## config.mk

```make
export PLATFORM = sky130hd
export DESIGN_NAME = rau_reduce
export DESIGN_NICKNAME = d
export VERILOG_FILES = /design/src/design/rau_pkg.sv /design/src/design/rau_reduce.sv
export SDC_FILE = /design/constraint.sdc
export NUM_CORES = 1
export LEC_CHECK = 0
export CAP_MARGIN = 15
export CORE_AREA = 2 2 225 227
export DETAILED_ROUTE_END_ITERATION = 8
export DIE_AREA = 0 0 227 229
export DONT_BUFFER_PORTS = 1
export PLACE_DENSITY = 0.72
export SETUP_SLACK_MARGIN = 0.2
export SLEW_MARGIN = 0
export SYNTH_ARGS = -nofsm -noshare
export SYNTH_HDL_FRONTEND = slang
export SYNTH_SLANG_ARGS = --single-unit
```

## constraint.sdc

```tcl
create_clock -name clk -period 32.4 [get_ports clk]
set_input_delay 3.24 -clock clk [delete_from_list [all_inputs] [get_ports clk]]
set_output_delay 3.24 -clock clk [all_outputs]
set_load 0.01 [all_outputs]
```

## src/design/rau_pkg.sv

```systemverilog
// ----------------------------------------------------------------------------
// rau_pkg: shared types and constants of the rational arithmetic unit
// commands, status codes, field widths and the sequencer state type
// ----------------------------------------------------------------------------
`default_nettype none
package rau_pkg;
	localparam int WIDTH = 32;
	localparam int MW    = 2 * WIDTH;   // intermediate magnitude width

	typedef enum logic [2:0] {
		CMD_ADD  = 3'd0,
		CMD_SUB  = 3'd1,
		CMD_MUL  = 3'd2,
		CMD_DIV  = 3'd3,
		CMD_NEG  = 3'd4,
		CMD_NORM = 3'd5,
		CMD_EQ   = 3'd6,
		CMD_RSVD = 3'd7
	} cmd_t;

	typedef enum logic [1:0] {
		ST_OK   = 2'd0,
		ST_ZDEN = 2'd1,
		ST_OVF  = 2'd2
	} status_t;

	typedef struct packed {
		logic [2:0]        cmd;
		logic [WIDTH-1:0]  num_a;
		logic [WIDTH-1:0]  den_a;
		logic [WIDTH-1:0]  num_b;
		logic [WIDTH-1:0]  den_b;
	} in_req_t;

	typedef struct packed {
		logic [31:0] res_num;
		logic [30:0] res_den;
		logic        is_equal;
		logic [1:0]  status;
	} out_req_t;

	// reduction request/response between sequencer and reducer
	typedef struct packed {
		logic          start;
		logic [MW-1:0] n;
		logic [MW-1:0] d;
	} red_req_t;

	typedef struct packed {
		logic          done;
		logic [MW-1:0] n;
		logic [MW-1:0] d;
	} red_rsp_t;

	typedef enum logic [3:0] {
		S_IDLE, S_RED_A, S_WAIT_A, S_RED_B, S_WAIT_B, S_MUL1, S_MUL2,
		S_MUL3, S_RED_R, S_WAIT_R, S_OUT
	} seq_state_t;

	typedef enum logic [2:0] {
		R_IDLE, R_GCD, R_DIVN, R_DIVD, R_DONE
	} red_state_t;
endpackage
`default_nettype wire

```

## src/design/rau_reduce.sv

```systemverilog
// ----------------------------------------------------------------------------
// rau_reduce: lowest-terms reduction of a magnitude pair
// euclid gcd with a shared restoring divider, then n/g and d/g
// ----------------------------------------------------------------------------
`default_nettype none
module rau_reduce (
	input  wire logic          clk,
	input  wire logic          arst_n,
	input  wire rau_pkg::red_req_t req,
	output rau_pkg::red_rsp_t  rsp
);
	import rau_pkg::*;

	localparam int CW = $clog2(MW + 1);

	red_state_t    state_q, state_d;
	logic [MW-1:0] n_q, d_q, x_q, y_q;
	logic [MW-1:0] quo_q, rem_q, dvd_q;
	logic [CW-1:0] cnt_q;
	logic          div_busy_q;
	logic [MW:0]   trial;
	logic [MW-1:0] rem_sh;
	logic [MW-1:0] divisor;

	// divisor chosen by phase
	always_comb begin
		unique case (state_q)
			R_GCD:   divisor = y_q;
			default: divisor = x_q;
		endcase
	end

	// one restoring division step
	assign rem_sh = {rem_q[MW-2:0], dvd_q[MW-1]};
	assign trial  = {1'b0, rem_sh} - {1'b0, divisor};

	always_comb begin
		state_d = state_q;
		unique case (state_q)
			R_IDLE: if (req.start) state_d = R_GCD;
			R_GCD:  if (!div_busy_q && y_q == '0) state_d = R_DIVN;
			R_DIVN: if (div_busy_q && cnt_q == CW'(0)) state_d = R_DIVD;
			R_DIVD: if (div_busy_q && cnt_q == CW'(0)) state_d = R_DONE;
			R_DONE: state_d = R_IDLE;
			default: state_d = R_IDLE;
		endcase
	end

	always_ff @(posedge clk or negedge arst_n) begin
		if (!arst_n) begin
			state_q    <= R_IDLE;
			div_busy_q <= 1'b0;
		end else begin
			state_q <= state_d;
			unique case (state_q)
				R_IDLE: div_busy_q <= 1'b0;
				R_GCD: begin
					if (!div_busy_q) div_busy_q <= (y_q != '0);
					else if (cnt_q == CW'(0)) div_busy_q <= 1'b0;
				end
				R_DIVN, R_DIVD: begin
					if (!div_busy_q) div_busy_q <= 1'b1;
					else if (cnt_q == CW'(0)) div_busy_q <= (state_q == R_DIVN);
				end
				default: div_busy_q <= 1'b0;
			endcase
		end
	end

	// datapath
	always_ff @(posedge clk) begin
		unique case (state_q)
			R_IDLE: begin
				n_q <= req.n;
				d_q <= req.d;
				x_q <= req.n;
				y_q <= req.d;
			end
			R_GCD: begin
				if (!div_busy_q) begin
					dvd_q <= x_q;
					rem_q <= '0;
					cnt_q <= CW'(MW - 1);
				end else begin
					dvd_q <= {dvd_q[MW-2:0], 1'b0};
					rem_q <= trial[MW] ? rem_sh : trial[MW-1:0];
					cnt_q <= cnt_q - CW'(1);
					if (cnt_q == CW'(0)) begin
						x_q <= y_q;
						y_q <= trial[MW] ? rem_sh : trial[MW-1:0];
					end
				end
			end
			R_DIVN, R_DIVD: begin
				if (!div_busy_q) begin
					dvd_q <= (state_q == R_DIVN) ? n_q : d_q;
					rem_q <= '0;
					cnt_q <= CW'(MW - 1);
				end else if (cnt_q == CW'(0)) begin
					// last step: store the quotient, start on d after n
					if (state_q == R_DIVN) begin
						n_q   <= {quo_q[MW-2:0], ~trial[MW]};
						dvd_q <= d_q;
						rem_q <= '0;
						cnt_q <= CW'(MW - 1);
					end else begin
						d_q <= {quo_q[MW-2:0], ~trial[MW]};
					end
				end else begin
					dvd_q <= {dvd_q[MW-2:0], 1'b0};
					rem_q <= trial[MW] ? rem_sh : trial[MW-1:0];
					quo_q <= {quo_q[MW-2:0], ~trial[MW]};
					cnt_q <= cnt_q - CW'(1);
				end
			end
			default: ;
		endcase
	end

	assign rsp = {(state_q == R_DONE), n_q, d_q};

	a_done_pulse: assert property (@(posedge clk) disable iff (!arst_n)
		rsp.done |=> !rsp.done) else $error("reduce done held");
	a_start_idle: assert property (@(posedge clk) disable iff (!arst_n)
		state_q == R_DONE |=> state_q == R_IDLE) else $error("reduce not idle");
	a_gcd_nz: assert property (@(posedge clk) disable iff (!arst_n)
		(state_q == R_GCD && state_d == R_DIVN) |-> x_q != '0 || n_q == '0)
		else $error("zero gcd");
endmodule
`default_nettype wire

```

# == Yosys cells after proc, flatten, opt, wreduce, memory -nomap -nowiden ==
# Index checks and enable logic that the tools add are counted.
# totals
register_bits,457
latch_bits,0
ram_bits,0
mem_bits_ro,0
out_inout_bits,129
wordCells,88
memories,0
# op_classes
addsub,2
n_mul,0
n_div,0
magnitude_cmp,0
n_eq_ne,15
n_shift,0
mux,42
bitwise,2
reduce_logical,17
# op_table
op,n
64-bit two-way mux,17
64-bit case mux with 2 select lines,5
63-bit two-way mux,4
63-bit case mux with 2 select lines,1
64-bit by 64-bit subtractor with 65-bit output,1
64-bit logical NOT,1
64-bit nonzero test,1
7-bit two-way mux,4
2-bit inequality test (second input constant),10
7-bit case mux with 2 select lines,1
3-bit two-way mux,4
3-bit case mux with 4 select lines,1
4-bit AND reduction,3
7-bit logical NOT,1
7-bit by 1-bit subtractor with 7-bit output (second input constant),1
3-bit by 2-bit == test with 1-bit output (second input constant),2
3-bit AND reduction,2
2-bit nonzero test,3
1-bit two-way mux,4
4-bit inequality test (second input constant),1
3-bit by 1-bit == test with 1-bit output (second input constant),1
3-bit == test (second input constant),1
3-bit logical NOT,1
1-bit logical AND,2
other kinds (5),6

# == Depth between registers and ports, before layout ==
# Gate-level depths: netlist of the first run.
# depth
depth_word,8
mapped_depth,24
depth_no_buf,18

# == Worst setup path after synthesis of the first run ==
# OpenSTA, ideal clock, no wires.
# synth_path
path_type,flip-flop to flip-flop
start,register cnt_q[0]
end,register x_q[0] (enable)
setup_time_ns,0.804
arrival_ns,10.832
required_time_ns,31.596
slack_ns,20.764
stages_incl_launch_ff,8
n_path_buf,0
cell_sequence,edfxtp_1 inv_1 ha_1 nand2_1 or3_1 nor2_1 nand2_1 a211oi_1
# synth_via
elab_chain_len,3
# synth_lines
element,line,text
from (decl),rau_reduce.sv:19,logic [CW-1:0] cnt_q;
from (signal assigned),rau_reduce.sv:83,cnt_q <= CW'(MW - 1);
from (signal assigned),rau_reduce.sv:87,cnt_q <= cnt_q - CW'(1);
from (signal assigned),rau_reduce.sv:98,cnt_q <= CW'(MW - 1);
7-bit logical NOT,rau_reduce.sv:88,if (cnt_q == CW'(0)) begin
2-bit inequality test (no line),--,
3-bit AND reduction (no line),--,
to (signal assigned),rau_reduce.sv:76,x_q <= req.n;
to (signal assigned),rau_reduce.sv:89,x_q <= y_q;
to (decl),rau_reduce.sv:17,"logic [MW-1:0] n_q, d_q, x_q, y_q;"
# No other way between the ends.
# A chain may end at the register's enable or synchronous reset.

# == Final worst setup path of the first run ==
# layout_path
start,register state_q[2]
end,"register y_q[31], data pin"
# layout_via
elab_chain_len,7
elab_cells_between_ends,8
classes_between,add/sub (1); eq/ne (1); mux (5); reduce/logical (1)
# layout_lines
element,line,text
from (decl),rau_reduce.sv:16,"red_state_t state_q, state_d;"
from (signal assigned),rau_reduce.sv:54,state_q <= state_d;
3-bit by 1-bit == test with 1-bit output,"rau_reduce.sv:27, rau_reduce.sv:72",
64-bit two-way mux,rau_reduce.sv:27,unique case (state_q)
64-bit by 64-bit subtractor with 65-bit output,rau_reduce.sv:35,"assign trial = {1'b0, rem_sh} - {1'b0, divisor};"
64-bit two-way mux,--,
64-bit two-way mux,rau_reduce.sv:88,
64-bit two-way mux,rau_reduce.sv:80,if (!div_busy_q) begin
64-bit case mux with 2 select lines *,rau_reduce.sv:72,unique case (state_q)
to (signal assigned),rau_reduce.sv:77,y_q <= req.d;
to (signal assigned),rau_reduce.sv:90,y_q <= trial[MW] ? rem_sh : trial[MW-1:0];
to (decl),rau_reduce.sv:17,
# Every way passes the cells marked *; elsewhere a longest branch is shown, timed or not. The select of a mux whose other input is x is not followed.

==> results of run 1 <==
## stage by stage
step	hold slack [ns]	setup WS, ns	power [uW]	instance area (um^2)
after floorplan	0.426	20.76	1810	24500
after global placement	0.428	26.24	2000	24900
after detailed placement	0.431	25.94	2030	24900
after CTS	0.437	25.91	2610	26600
after global routing	0.457	25.45	2780	26600
final	0.444	25.84	2620	26600
## per-layer routing
| layer | wire length [um] | part of all wire [%] | track usage, % | vias to the layer above |
|---|---|---|---|---|
| met5 | 13 | 0.020 | 0 | - |
| met4 | 1320 | 2.0 | 5.74 | 2 |
| met3 | 5140 | 7.9 | 5.26 | 101 |
| met2 | 31200 | 48 | 41.0 | 657 |
| met1 | 27500 | 42 | 33.8 | 8721 |
| li1 | - | - | - | 8415 |
## worst register-to-register path: cells and delay by family, from the launching register on
family,cells,cell delay [ns]
buffers and inverters,3,2.05
AND/OR/NAND/NOR,5,1.10
flip-flops,1,0.72
AO/OA/AOI/OAI,5,1.41
adder cells (fa/ha/maj),1,0.47
multiplexers,1,0.52
## power breakdown
group	switching (uW)	internal, uW	total [uW]
clock	237	343	580
sequential	109	906	1020
combinational	624	397	1020
## kinds of logic (layout without fill, tap and decap cells)
logic type | count (synthesis) | in the layout | synth area share, %
mux | 122 | 122 | 5.01
compound gates | 564 | 564 | 15.6
simple gates | 890 | 890 | 14.8
buf+inv | 167 | 131 | 2.96
xor+xnor | 61 | 61 | 2.18
fa+ha+maj | 66 | 66 | 3.41
flops | 457 | 457 | 56.0
## cells in the mapped netlist, drive strengths merged, types with 3 or more instances
master | instances | share of area [%]
nor2 | 113 | 1.7
nand2 | 656 | 10
and3 | 6 | 0.15
nor2b | 11 | 0.28
o211ai | 8 | 0.25
mux2i | 119 | 4.9
o21a | 8 | 0.25
xor2 | 24 | 0.86
a211oi | 69 | 2.1
ha | 65 | 3.3
mux2 | 3 | 0.14
nand3b | 4 | 0.14
nand4 | 23 | 0.59
or4 | 3 | 0.11
o21ai | 110 | 2.3
dfrtp | 4 | 0.41
nor4 | 18 | 0.46
a32o | 63 | 2.6
xnor2 | 37 | 1.3
nand3 | 19 | 0.41
nor3 | 15 | 0.31
clkbuf | 128 | 2.0
a31oi | 16 | 0.43
a21o | 27 | 0.86
a31o | 3 | 0.11
and2 | 3 | 0.077
o2111ai | 3 | 0.20
or2 | 3 | 0.077
a21boi | 67 | 2.1
buf | 18 | 0.65
a21oi | 153 | 3.1
nand2b | 6 | 0.15
edfxtp | 453 | 56
or3 | 7 | 0.20
o21bai | 13 | 0.40
inv | 21 | 0.34
## sequential cells by signal, summed over array words and instances, names as in the netlist
signal and count:
n_q 64, div_busy_q 1, d_q 64, quo_q 63
cnt_q 7, rem_q 63, state_q 3, y_q 64
dvd_q 64, x_q 64
## final cells by class
type	instances	area [um^2]
clock buffers	59	1310
clock inverters	28	325
well taps	672	841
inverters	21	83.8
fillers	4331	23100
repair buffers	23	185
flip-flops and latches	457	13700
multi-input cells	1703	10100
## final timing paths
kind                                           to  slack, ns  cells past startpoint
max in group asynchronous    div_busy_q$_DFF_PN0_      29.99                      0
min in group asynchronous  state_q[2]$_DFFE_PN0P_       2.33                      0
max                             y_q[31]$_DFFE_PP_      25.84                     15
min reg2reg                   quo_q[45]$_DFFE_PP_       0.44                      0
min                           quo_q[45]$_DFFE_PP_       0.44                      0
max reg2reg                     y_q[31]$_DFFE_PP_      25.84                     15
==> impl_results.md, run 1 <==
- Final net count: 2453
- Vias/cell: 6.04
- Ys flop type: edfxtp_1
- Synth Area per Inst: 10.5 um^2
- Min-delay src: quo_q[44]$_DFFE_PP_
- Ant. Diodes: 0
- GP Congestion: 0.910
- HPWL after detailed placement: 45700 um
- Wire length per cell: 22.0 um
- CTS Buf Count: 50
- Initial Utilization: 49.3%
- Critical path data arrival time: 6.85 ns
- Post-CTS setup buffer count: 0
- Clk sinks: 457
- Worst Setup SP: state_q[2]$_DFFE_PN0P_
- Core Area: 0.0497 mm^2
- Setup crit end kind: flip-flop
- Die area: 0.0520 mm^2
- CTS clk-pin slew, worst paths: 0.06 ns
- Total GRT Usage: 24.9%
- Post-Syn Nets: 2524
- Final period utilization: 20.3%
- Final Hold Fails: 0
- Register area share after synthesis: 56.0%
- Post-CTS Resized: 0
- Port-buffer cells: 0
- Max Slew Vio Count: 0
- Io pins: 260
- Routed Antenna Nets: 0
- Flops & latches, synth: 457
- H-tree levels: 2
- RSZ-0062 raised after global routing: false
- Clock skew: 0.0270 ns
- Layout cells sized above 1: 5.50%
- 1st-iter DRT viols: 1541
- DRC errors left: 0
- Critical path class: flip-flop to flip-flop
- MaxCap Viol Count: 0
- Fraction of registers with async set/reset: 0.875%
- CP peak stage delay: 0.86 ns
- First-pass detailed-route iteration total: 5
- # setup viols final: 0
- Setup TNS: 0 ns
- Most common cell after layout, fill and taps aside: nand2_1
- CTS tree: yes
- Run status: finished clean
- Tmin final: 6.56 ns
- EDFF count, synth: 453
- Max-slew headroom: 28.5%
- Num rows: 82
- WL final: 65300 um
- Die W: 227 um
- Synth warnings: 0
- Clk_lat worst skew: 0.60 ns
- Placed Cells: 2875
- Non-filler cells, final: 2963
- Slowest-stage cell, CP: buf_4
- Max FO, Critical Path: 104
- Largest net degree at the start of global routing: 107
- Vias in the first global route: 17700
- Buf/Inv on CP: 3
- Via count: 17900
- Worst min-delay path class: flip-flop to flip-flop
- Area delta synth->final: 8.68%
- Pleak: 0.0102 uW
- Startpoint Class: flip-flop
- Fmax: 152 MHz
- Library cells used by synthesis: 72
- WP data required: 32.68 ns
- Root Buffer: clkbuf_16
- Critical Path, Cell by Cell: or3_4 > buf_4 > buf_4 > a21boi_0 > ha_1 > nand4_1 > or3_4 > a2111oi_4 > o2111ai_2 > nand3_2 > nand3b_2 > a21o_4 > inv_6 > mux2i_1 > o21ai_0
- Pin slew with the least headroom to its limit: 1.07 ns
- Die Height: 229 um
- Clock Tree Buf Depth: 3
- Hold Buf Count CTS: 0
- Cells after synthesis: 2327
- Post-layout util: 53.5%
- Power Density: 98.4 mW/mm^2
- Most frequent cells in the layout: 656 x nand2_1, 453 x edfxtp_1, 152 x a21oi_1
- Reg2Reg Launch Point: state_q[2]$_DFFE_PN0P_
- Synth Cell Area: 0.0245 mm^2
- Crit path max-delay family: buffers and inverters
- Antenna violations before repair: 1
- First-pass GRT wire length: 101000 um
- Gr ovfl total: 0
- VDD IR max: 0.0616 mV
Power figures use the tool's default switching activity.
==> run 2: changes to the inputs <==
Clock period 32.4 ns to 6.3 ns, I/O delays scaled along.
==> run 2 against run 1 <==
Clock skew decreased by 0.0059 ns. Largest power group is now combinational logic. Highest routed layer is now met4. Via count shrank 0.37%. Worst hold slack worse by 0.21 ns. Flip-flop and latch count is the same. Largest cell class unchanged. Critical path type unchanged.
==> impl_results.md, run 2 (same netlist as run 1, synthesis figures left out) <==
- Max-slew headroom: 23.4% (-5.0 points)
- Largest net degree at the start of global routing: 96 (-10%)
- Clock Power Share: 21.4% (-0.8 points)
- Reg2reg end: rem_q[20]$_DFFE_PP_
- Antenna violations before repair: 1 (unchanged)
- Area delta synth->final: 8.49%
- Fin area: 0.0265 mm^2 (-0.18%)
- Clk sinks: 457 (unchanged)
- Post-CTS Resized: 0 (unchanged)
- HPWL after detailed placement: 45800 um (+0.17%)
- DRC errors left: 0 (unchanged)
- Most frequent cells in the layout: 656 x nand2_1, 453 x edfxtp_1, 152 x a21oi_1
- P_int: 8370 uW (+410%)
- First-pass detailed-route iteration total: 5 (unchanged)
- Pin slew with the least headroom to its limit: 1.15 ns (+0.0781 ns)
- Clock Tree Buf Depth: 3 (unchanged)
- Num rows: 82 (unchanged)
- R2R Setup Slk: 0.64 ns (-25.20 ns)
- Max FO, Critical Path: 95 (-8.7%)
- VDD IR max: 0.270 mV (+340%)
- Total Power: 13300 uW (+410%)
- CP peak stage delay: 0.71 ns (-0.15 ns)
- Power share of the sequential group: 39.2% (+0.4 points)
- Routed Antenna Nets: 0 (unchanged)
- RSZ-0062 raised after global routing: false
- Slowest-stage cell, CP: or3_4
- Root Buffer: clkbuf_16
- Wire length per cell: 22.0 um (-0.31%)
- Hold slack: 0.231 ns (-0.213 ns)
- P_sw: 4960 uW (+410%)
- Die Height: 229 um (unchanged)
- First-pass GRT wire length: 101000 um (about the same)
- Die area: 0.0520 mm^2 (unchanged)
- WL final: 65200 um (-0.14%)
- Sw Share: 37.2% (+0.13 points)
- Clk_lat worst skew: 0.58 ns (-0.02 ns)
- Critical Path, Cell by Cell: inv_1 > or3_4 > buf_12 > a21boi_0 > ha_1 > nand4_1 > nor3_1 > a211oi_1 > o221a_2 > nand3_2 > nand3b_2 > a21o_4 > inv_6 > mux2i_1 > nor2_1
- Gr ovfl total: 0 (unchanged)
- H-tree levels: 2 (unchanged)
- Run status: finished clean
- Initial Utilization: 49.3% (unchanged)
- Power Density: 502 mW/mm^2 (+410%)
- Most common cell after layout, fill and taps aside: nand2_1
- Final net count: 2457 (+0.16%)
- Final Hold Fails: 0 (unchanged)
- Max Slew Vio Count: 0 (unchanged)
- Share of total power in combinational logic: 39.4% (+0.4 points)
- Vias/cell: 6.01 (-0.54%)
- Crit path max-delay family: simple AND/OR/NAND/NOR gates
- Setup TNS: 0 ns (unchanged)
- Worst setup path end: rem_q[20]$_DFFE_PP_
- Critical path class: flip-flop to flip-flop
- MaxCap Viol Count: 0 (unchanged)
- 1st-iter DRT viols: 1611 (+4.5%)
- CTS clk-pin slew, worst paths: 0.06 ns (about the same)
- Via count: 17800 (-0.37%)
- Die W: 227 um (unchanged)
- Post-CTS setup buffer count: 0 (unchanged)
- Reg2reg path depth: 15 (unchanged)
- Final period utilization: 89.9% (+70 points)
- Port-buffer cells: 0 (unchanged)
- Setup crit end kind: flip-flop
- Critical path data arrival time: 5.97 ns (-0.88 ns)
- Core Area: 0.0497 mm^2 (unchanged)
- Clock skew: 0.0211 ns (-0.00590 ns)
- Startpoint Class: flip-flop
- GP Congestion: 0.908 (-0.22%)
- WP data required: 6.61 ns (-26.07 ns)
- Pleak: 0.0102 uW (-0.19%)
- Reg2Reg Launch Point: state_q[0]$_DFFE_PN0P_
- Fmax: 177 MHz (+16%)
- Post-DP Area: 0.0250 mm^2 (+0.20%)
- PnR worst setup slack: 0.638 ns (-25.20 ns)
- Dpl ws: 0.685 ns (-25.26 ns)
- # setup viols final: 0 (unchanged)
- Total GRT Usage: 24.9% (-0.031 points)
- Worst Setup SP: state_q[0]$_DFFE_PN0P_
- CTS Buf Count: 49 (-2.0%)
- Vias in the first global route: 17600 (-0.71%)
- Tmin final: 5.66 ns (-0.903 ns)
- Buf/Inv on CP: 3 (unchanged)
- Critical path depth in cells: 15 (unchanged)
- Filler cells: 4296 (-0.81%)
- Worst min-delay path class: input port to flip-flop
- Io pins: 260 (unchanged)
- Layout cells sized above 1: 5.45% (-0.053 points)
- CTS tree: yes
[run 2: metrics by stage]
stage	util (%)	instances
3_3_place_gp	50.3	2880
2_1_floorplan	-	2327
5_1_grt	53.4	2967
3_5_place_dp	50.3	2880
4_1_cts	53.4	2967
6_report	53.4	2968
[run 2: final cells by class]
cell class / count / area (um^2) / share of cell area [%]
Clock buffer: 58 / 1260 / 4.75
Timing Repair Buffer: 28 / 225 / 0.849
Clock inverter: 28 / 280 / 1.06
Multi-Input combinational cell: 1703 / 10100 / 38.2
Antenna cell: 1 / 2.50 / 0.00943
Tap cell: 672 / 841 / 3.17
Sequential cell: 457 / 13700 / 51.6
Inverter: 21 / 83.8 / 0.316
[run 2: routing by layer]
layer	vias to the layer above	wire [um]	part of all wire [%]	GRT usage, %
met3	74	5400	8.3	5.34
met5	-	0	0	0
met1	8672	28200	43	35.1
met2	664	30500	47	39.7
met4	0	1020	1.6	4.96
li1	8420	-	-	-
[run 2: how the worst min path moves through the flow]
stage,depth (start not counted),endpoint,slack [ns],start
after floorplan,0,div_busy_q$_DFF_PN0_,0.33,arst_n
after global placement,0,div_busy_q$_DFF_PN0_,0.33,arst_n
after detailed placement,0,div_busy_q$_DFF_PN0_,0.33,arst_n
after CTS,2,d_q[16]$_DFFE_PP_,0.20,req[16]
after global routing,2,n_q[28]$_DFFE_PP_,0.21,req[92]
final,2,x_q[25]$_DFFE_PP_,0.23,req[89]
[run 2: worst register-to-register path, delay by kind of cell, from the launching register on]
kind	cells	cell delay, ns
adders and majority gates	1	0.31
muxes	1	0.47
buffers and inverters	3	1.10
DFF	1	0.67
and+or+nand+nor	6	1.66
AOI/OAI and AO/OA	4	1.18
[run 2: power groups by stage]
stage | combinational, uW | clock, uW | sequential, uW
6_report | 5250 | 2850 | 5220
5_1_grt | 5830 | 3000 | 5310
4_1_cts | 5220 | 2890 | 5220
3_5_place_dp | 5200 | 0 | 5260
3_3_place_gp | 5060 | 0 | 5250
2_1_floorplan | 4190 | 0 | 5070
[run 2: what timing repair did]
action                                  4_1_cts  5_1_grt
hold buffers                                  1        0
endpoints found under the setup margin        0        0
hold endpoints to repair                      4        0
==> run 3: changes to the inputs <==
Settings changed: CORE_AREA 2 2 225 227 to 2 2 251 253, DIE_AREA 0 0 227 229 to 0 0 253 255, PLACE_DENSITY 0.72 to 0.62.
==> run 3 against run 2 <==
Flip-flop and latch count unchanged. Worst setup slack improved by 0.22 ns. Wire length increased by 6.5%. Core utilization decreased by 10 points. Largest power group unchanged. Die area increased by 24%. Largest cell class unchanged. Register-to-register slack improved by 0.22 ns. Critical path type unchanged. Non-clock buffer count increased by 2. Via count decreased by 0.84%. Count of clock-buffer cells in the layout unchanged. First-iteration DRC count decreased by 9.4%. Clock power increased by 4%. Sequential power about the same.
==> impl_results.md, run 3 (same netlist as run 1, synthesis figures left out) <==
- Run status: finished clean
- Power Density: 502 mW/mm^2 (about the same)
- Num rows: 92 (+12%)
- Final net count: 2462 (+0.20%)
- Grt met1 use: 26.8% (-8.3 points)
- Wire length per cell: 22.3 um (+1.7%)
- CTS tree: yes
- P_int: 8420 uW (+0.65%)
- Final Hold Fails: 0 (unchanged)
- Routed Antenna Nets: 0 (unchanged)
- # setup viols final: 0 (unchanged)
- Layout cells sized above 1: 5.89% (+0.45 points)
- Share of total power in combinational logic: 39.2% (-0.2 points)
- H-tree levels: 2 (unchanged)
- Sw Share: 37.5% (+0.31 points)
- Antenna violations before repair: 1 (unchanged)
- Vias in the first global route: 17700 (+0.71%)
- Most common cell after layout, fill and taps aside: nand2_1
- CTS clk-pin slew, worst paths: 0.06 ns (about the same)
- Io pins: 260 (unchanged)
- Max FO, Critical Path: 43 (-55%)
- M3 GR Usage: 5.30% (-0.038 points)
- Die area: 0.0645 mm^2 (+24%)
- Slowest-stage cell, CP: dfrtp_1
- Clock Tree Buf Depth: 3 (unchanged)
- Die Height: 255 um (+11%)
- Initial Utilization: 39.4% (-9.9 points)
- Buf/Inv on CP: 3 (unchanged)
- Critical path data arrival time: 5.77 ns (-0.20 ns)
- CP peak stage delay: 0.66 ns (-0.05 ns)
- HPWL after detailed placement: 49300 um (+7.8%)
- Port-buffer cells: 0 (unchanged)
- Largest net degree at the start of global routing: 97 (+1.0%)
- Power share of the sequential group: 38.8% (-0.4 points)
- GP Congestion: 0.909 (about the same)
- Setup TNS: 0 ns (unchanged)
- Setup crit end kind: flip-flop
- Pleak: 0.0103 uW (+0.71%)
- Startpoint Class: flip-flop
- Total GRT Usage: 21.1% (-3.7 points)
- CTS Buf Count: 52 (+6.1%)
- GRT Max-Usage Layer: met2
- Max Slew Vio Count: 0 (unchanged)
- Max-slew headroom: 24.2% (+0.73 points)
- Core Area: 0.0622 mm^2 (+25%)
- Tmin final: 5.44 ns (-0.222 ns)
- WL final: 69400 um (+6.5%)
- WP data required: 6.63 ns (+0.02 ns)
- Area delta synth->final: 9.75%
- Vias/cell: 5.69 (-5.3%)
- Critical path class: flip-flop to flip-flop
- P_sw: 5060 uW (+2.0%)
- Most frequent cells in the layout: 656 x nand2_1, 453 x edfxtp_1, 152 x a21oi_1
- First-pass GRT wire length: 106000 um (+4.6%)
- Total Power: 13500 uW (+1.2%)
- MaxCap Viol Count: 0 (unchanged)
- First-pass detailed-route iteration total: 5 (unchanged)
- Root Buffer: clkbuf_16
- Clk sinks: 457 (unchanged)
- 1st-iter DRT viols: 1459 (-9.4%)
- DRC errors left: 0 (unchanged)
- Final period utilization: 86.3% (-3.5 points)
- Ant. Diodes: 0 (-1)
- Critical Path, Cell by Cell: nand2b_1 > nor2_4 > buf_12 > nand2_1 > a21boi_0 > ha_1 > nand4_1 > or3_1 > o221a_2 > nand3_2 > nand3b_2 > a21o_4 > inv_6 > buf_4 > mux2i_1 > o21ai_0
- Post-CTS Resized: 0 (unchanged)
- Clock Power Share: 22.0% (+0.6 points)
- Crit path max-delay family: simple AND/OR/NAND/NOR gates
- Die W: 253 um (+11%)
- Met2 Use GR: 36.1% (-3.7 points)
- Clock skew: 0.0245 ns (+0.00342 ns)
- Pin slew with the least headroom to its limit: 1.14 ns (-0.0109 ns)
- Fmax: 184 MHz (+4.1%)
- RSZ-0062 raised after global routing: false
- Clk_lat worst skew: 0.61 ns (+0.03 ns)
- Via count: 17700 (-0.84%)
- Worst min-delay path class: input port to flip-flop
- Gr ovfl total: 0 (unchanged)
- VDD IR max: 0.209 mV (-22%)
==> run 3: cell types whose count changed in the layout (fill, tap and decap cells not counted), sizes merged <==
cell,delta
clkinv,+9
inv,+3
buf,+2
bufinv,-2
clkinvlp,+1
diode,-1
==> run 3: area by class of cell <==
| class | instances | area (um^2) |
|---|---|---|
| inverter | 21 | 83.8 |
| tap | 799 | 1000 |
| timing repair buffer | 30 | 278 |
| sequential | 457 | 13700 |
| clock inverter | 39 | 295 |
| clock buffer | 58 | 1350 |
| multi-input combinational | 1703 | 10100 |
| fill | 5886 | 35300 |
==> run 3: per-layer routing <==
layer	up-vias	share of wire (%)	wire (um)
met1	8671	42	29000
met3	108	6.8	4690
met4	0	2.2	1550
met2	484	49	34100
met5	-	0	0
li1	8418	-	-
==> run 3: per-stage QoR <==
step	area, um^2	util [%]	hold WS (ns)	setup slack, ns	std cells
finish	26800	43.2	0.207	0.860	3107
global route	26800	43.2	0.188	0.418	3107
CTS	26800	43.2	0.168	0.827	3107
detailed placement	25200	40.5	0.335	0.861	3009
global placement	25200	40.5	0.335	0.972	3009
floorplan	24500	-	0.334	0.293	2327
==> run 3: timing repair <==
item	CTS	global route
buffers inserted	0	0
hold endpoints to repair	4	0
setup endpoints to repair	0	0
hold buffers	1	0
==> run 3: power by group through the flow <==
stage | Combinational (uW) | Clock [uW] | Sequential (uW)
final | 5290 | 2970 | 5220
after global placement | 5170 | 0 | 5260
after detailed placement | 5290 | 0 | 5270
after global routing | 5940 | 3140 | 5320
after floorplan | 4190 | 0 | 5070
after CTS | 5310 | 3030 | 5220
==> run 3: worst reg2reg max path, stage by stage, from the launching register on <==
cell,delay [ns]
dfrtp_1,0.66
nand2b_1,0.19
nor2_4,0.65
buf_12,0.34
nand2_1,0.17
a21boi_0,0.16
ha_1,0.45
nand4_1,0.25
or3_1,0.42
o221a_2,0.31
nand3_2,0.12
nand3b_2,0.10
a21o_4,0.31
inv_6,0.29
buf_4,0.35
mux2i_1,0.29
o21ai_0,0.12
==> run 3: path summary, 6_finish.rpt <==
check / start / to / slack, ns / depth (start not counted)
hold reg to reg: quo_q[47]$_DFFE_PP_ / quo_q[48]$_DFFE_PP_ / 0.44 / 0
setup / recovery: state_q[0]$_DFFE_PN0P_ / y_q[29]$_DFFE_PP_ / 0.86 / 16
setup reg to reg: state_q[0]$_DFFE_PN0P_ / y_q[29]$_DFFE_PP_ / 0.86 / 16
hold / removal: req[125] / n_q[61]$_DFFE_PP_ / 0.21 / 2
min in group asynchronous: arst_n / div_busy_q$_DFF_PN0_ / 0.33 / 1
max in group asynchronous: arst_n / div_busy_q$_DFF_PN0_ / 5.72 / 1
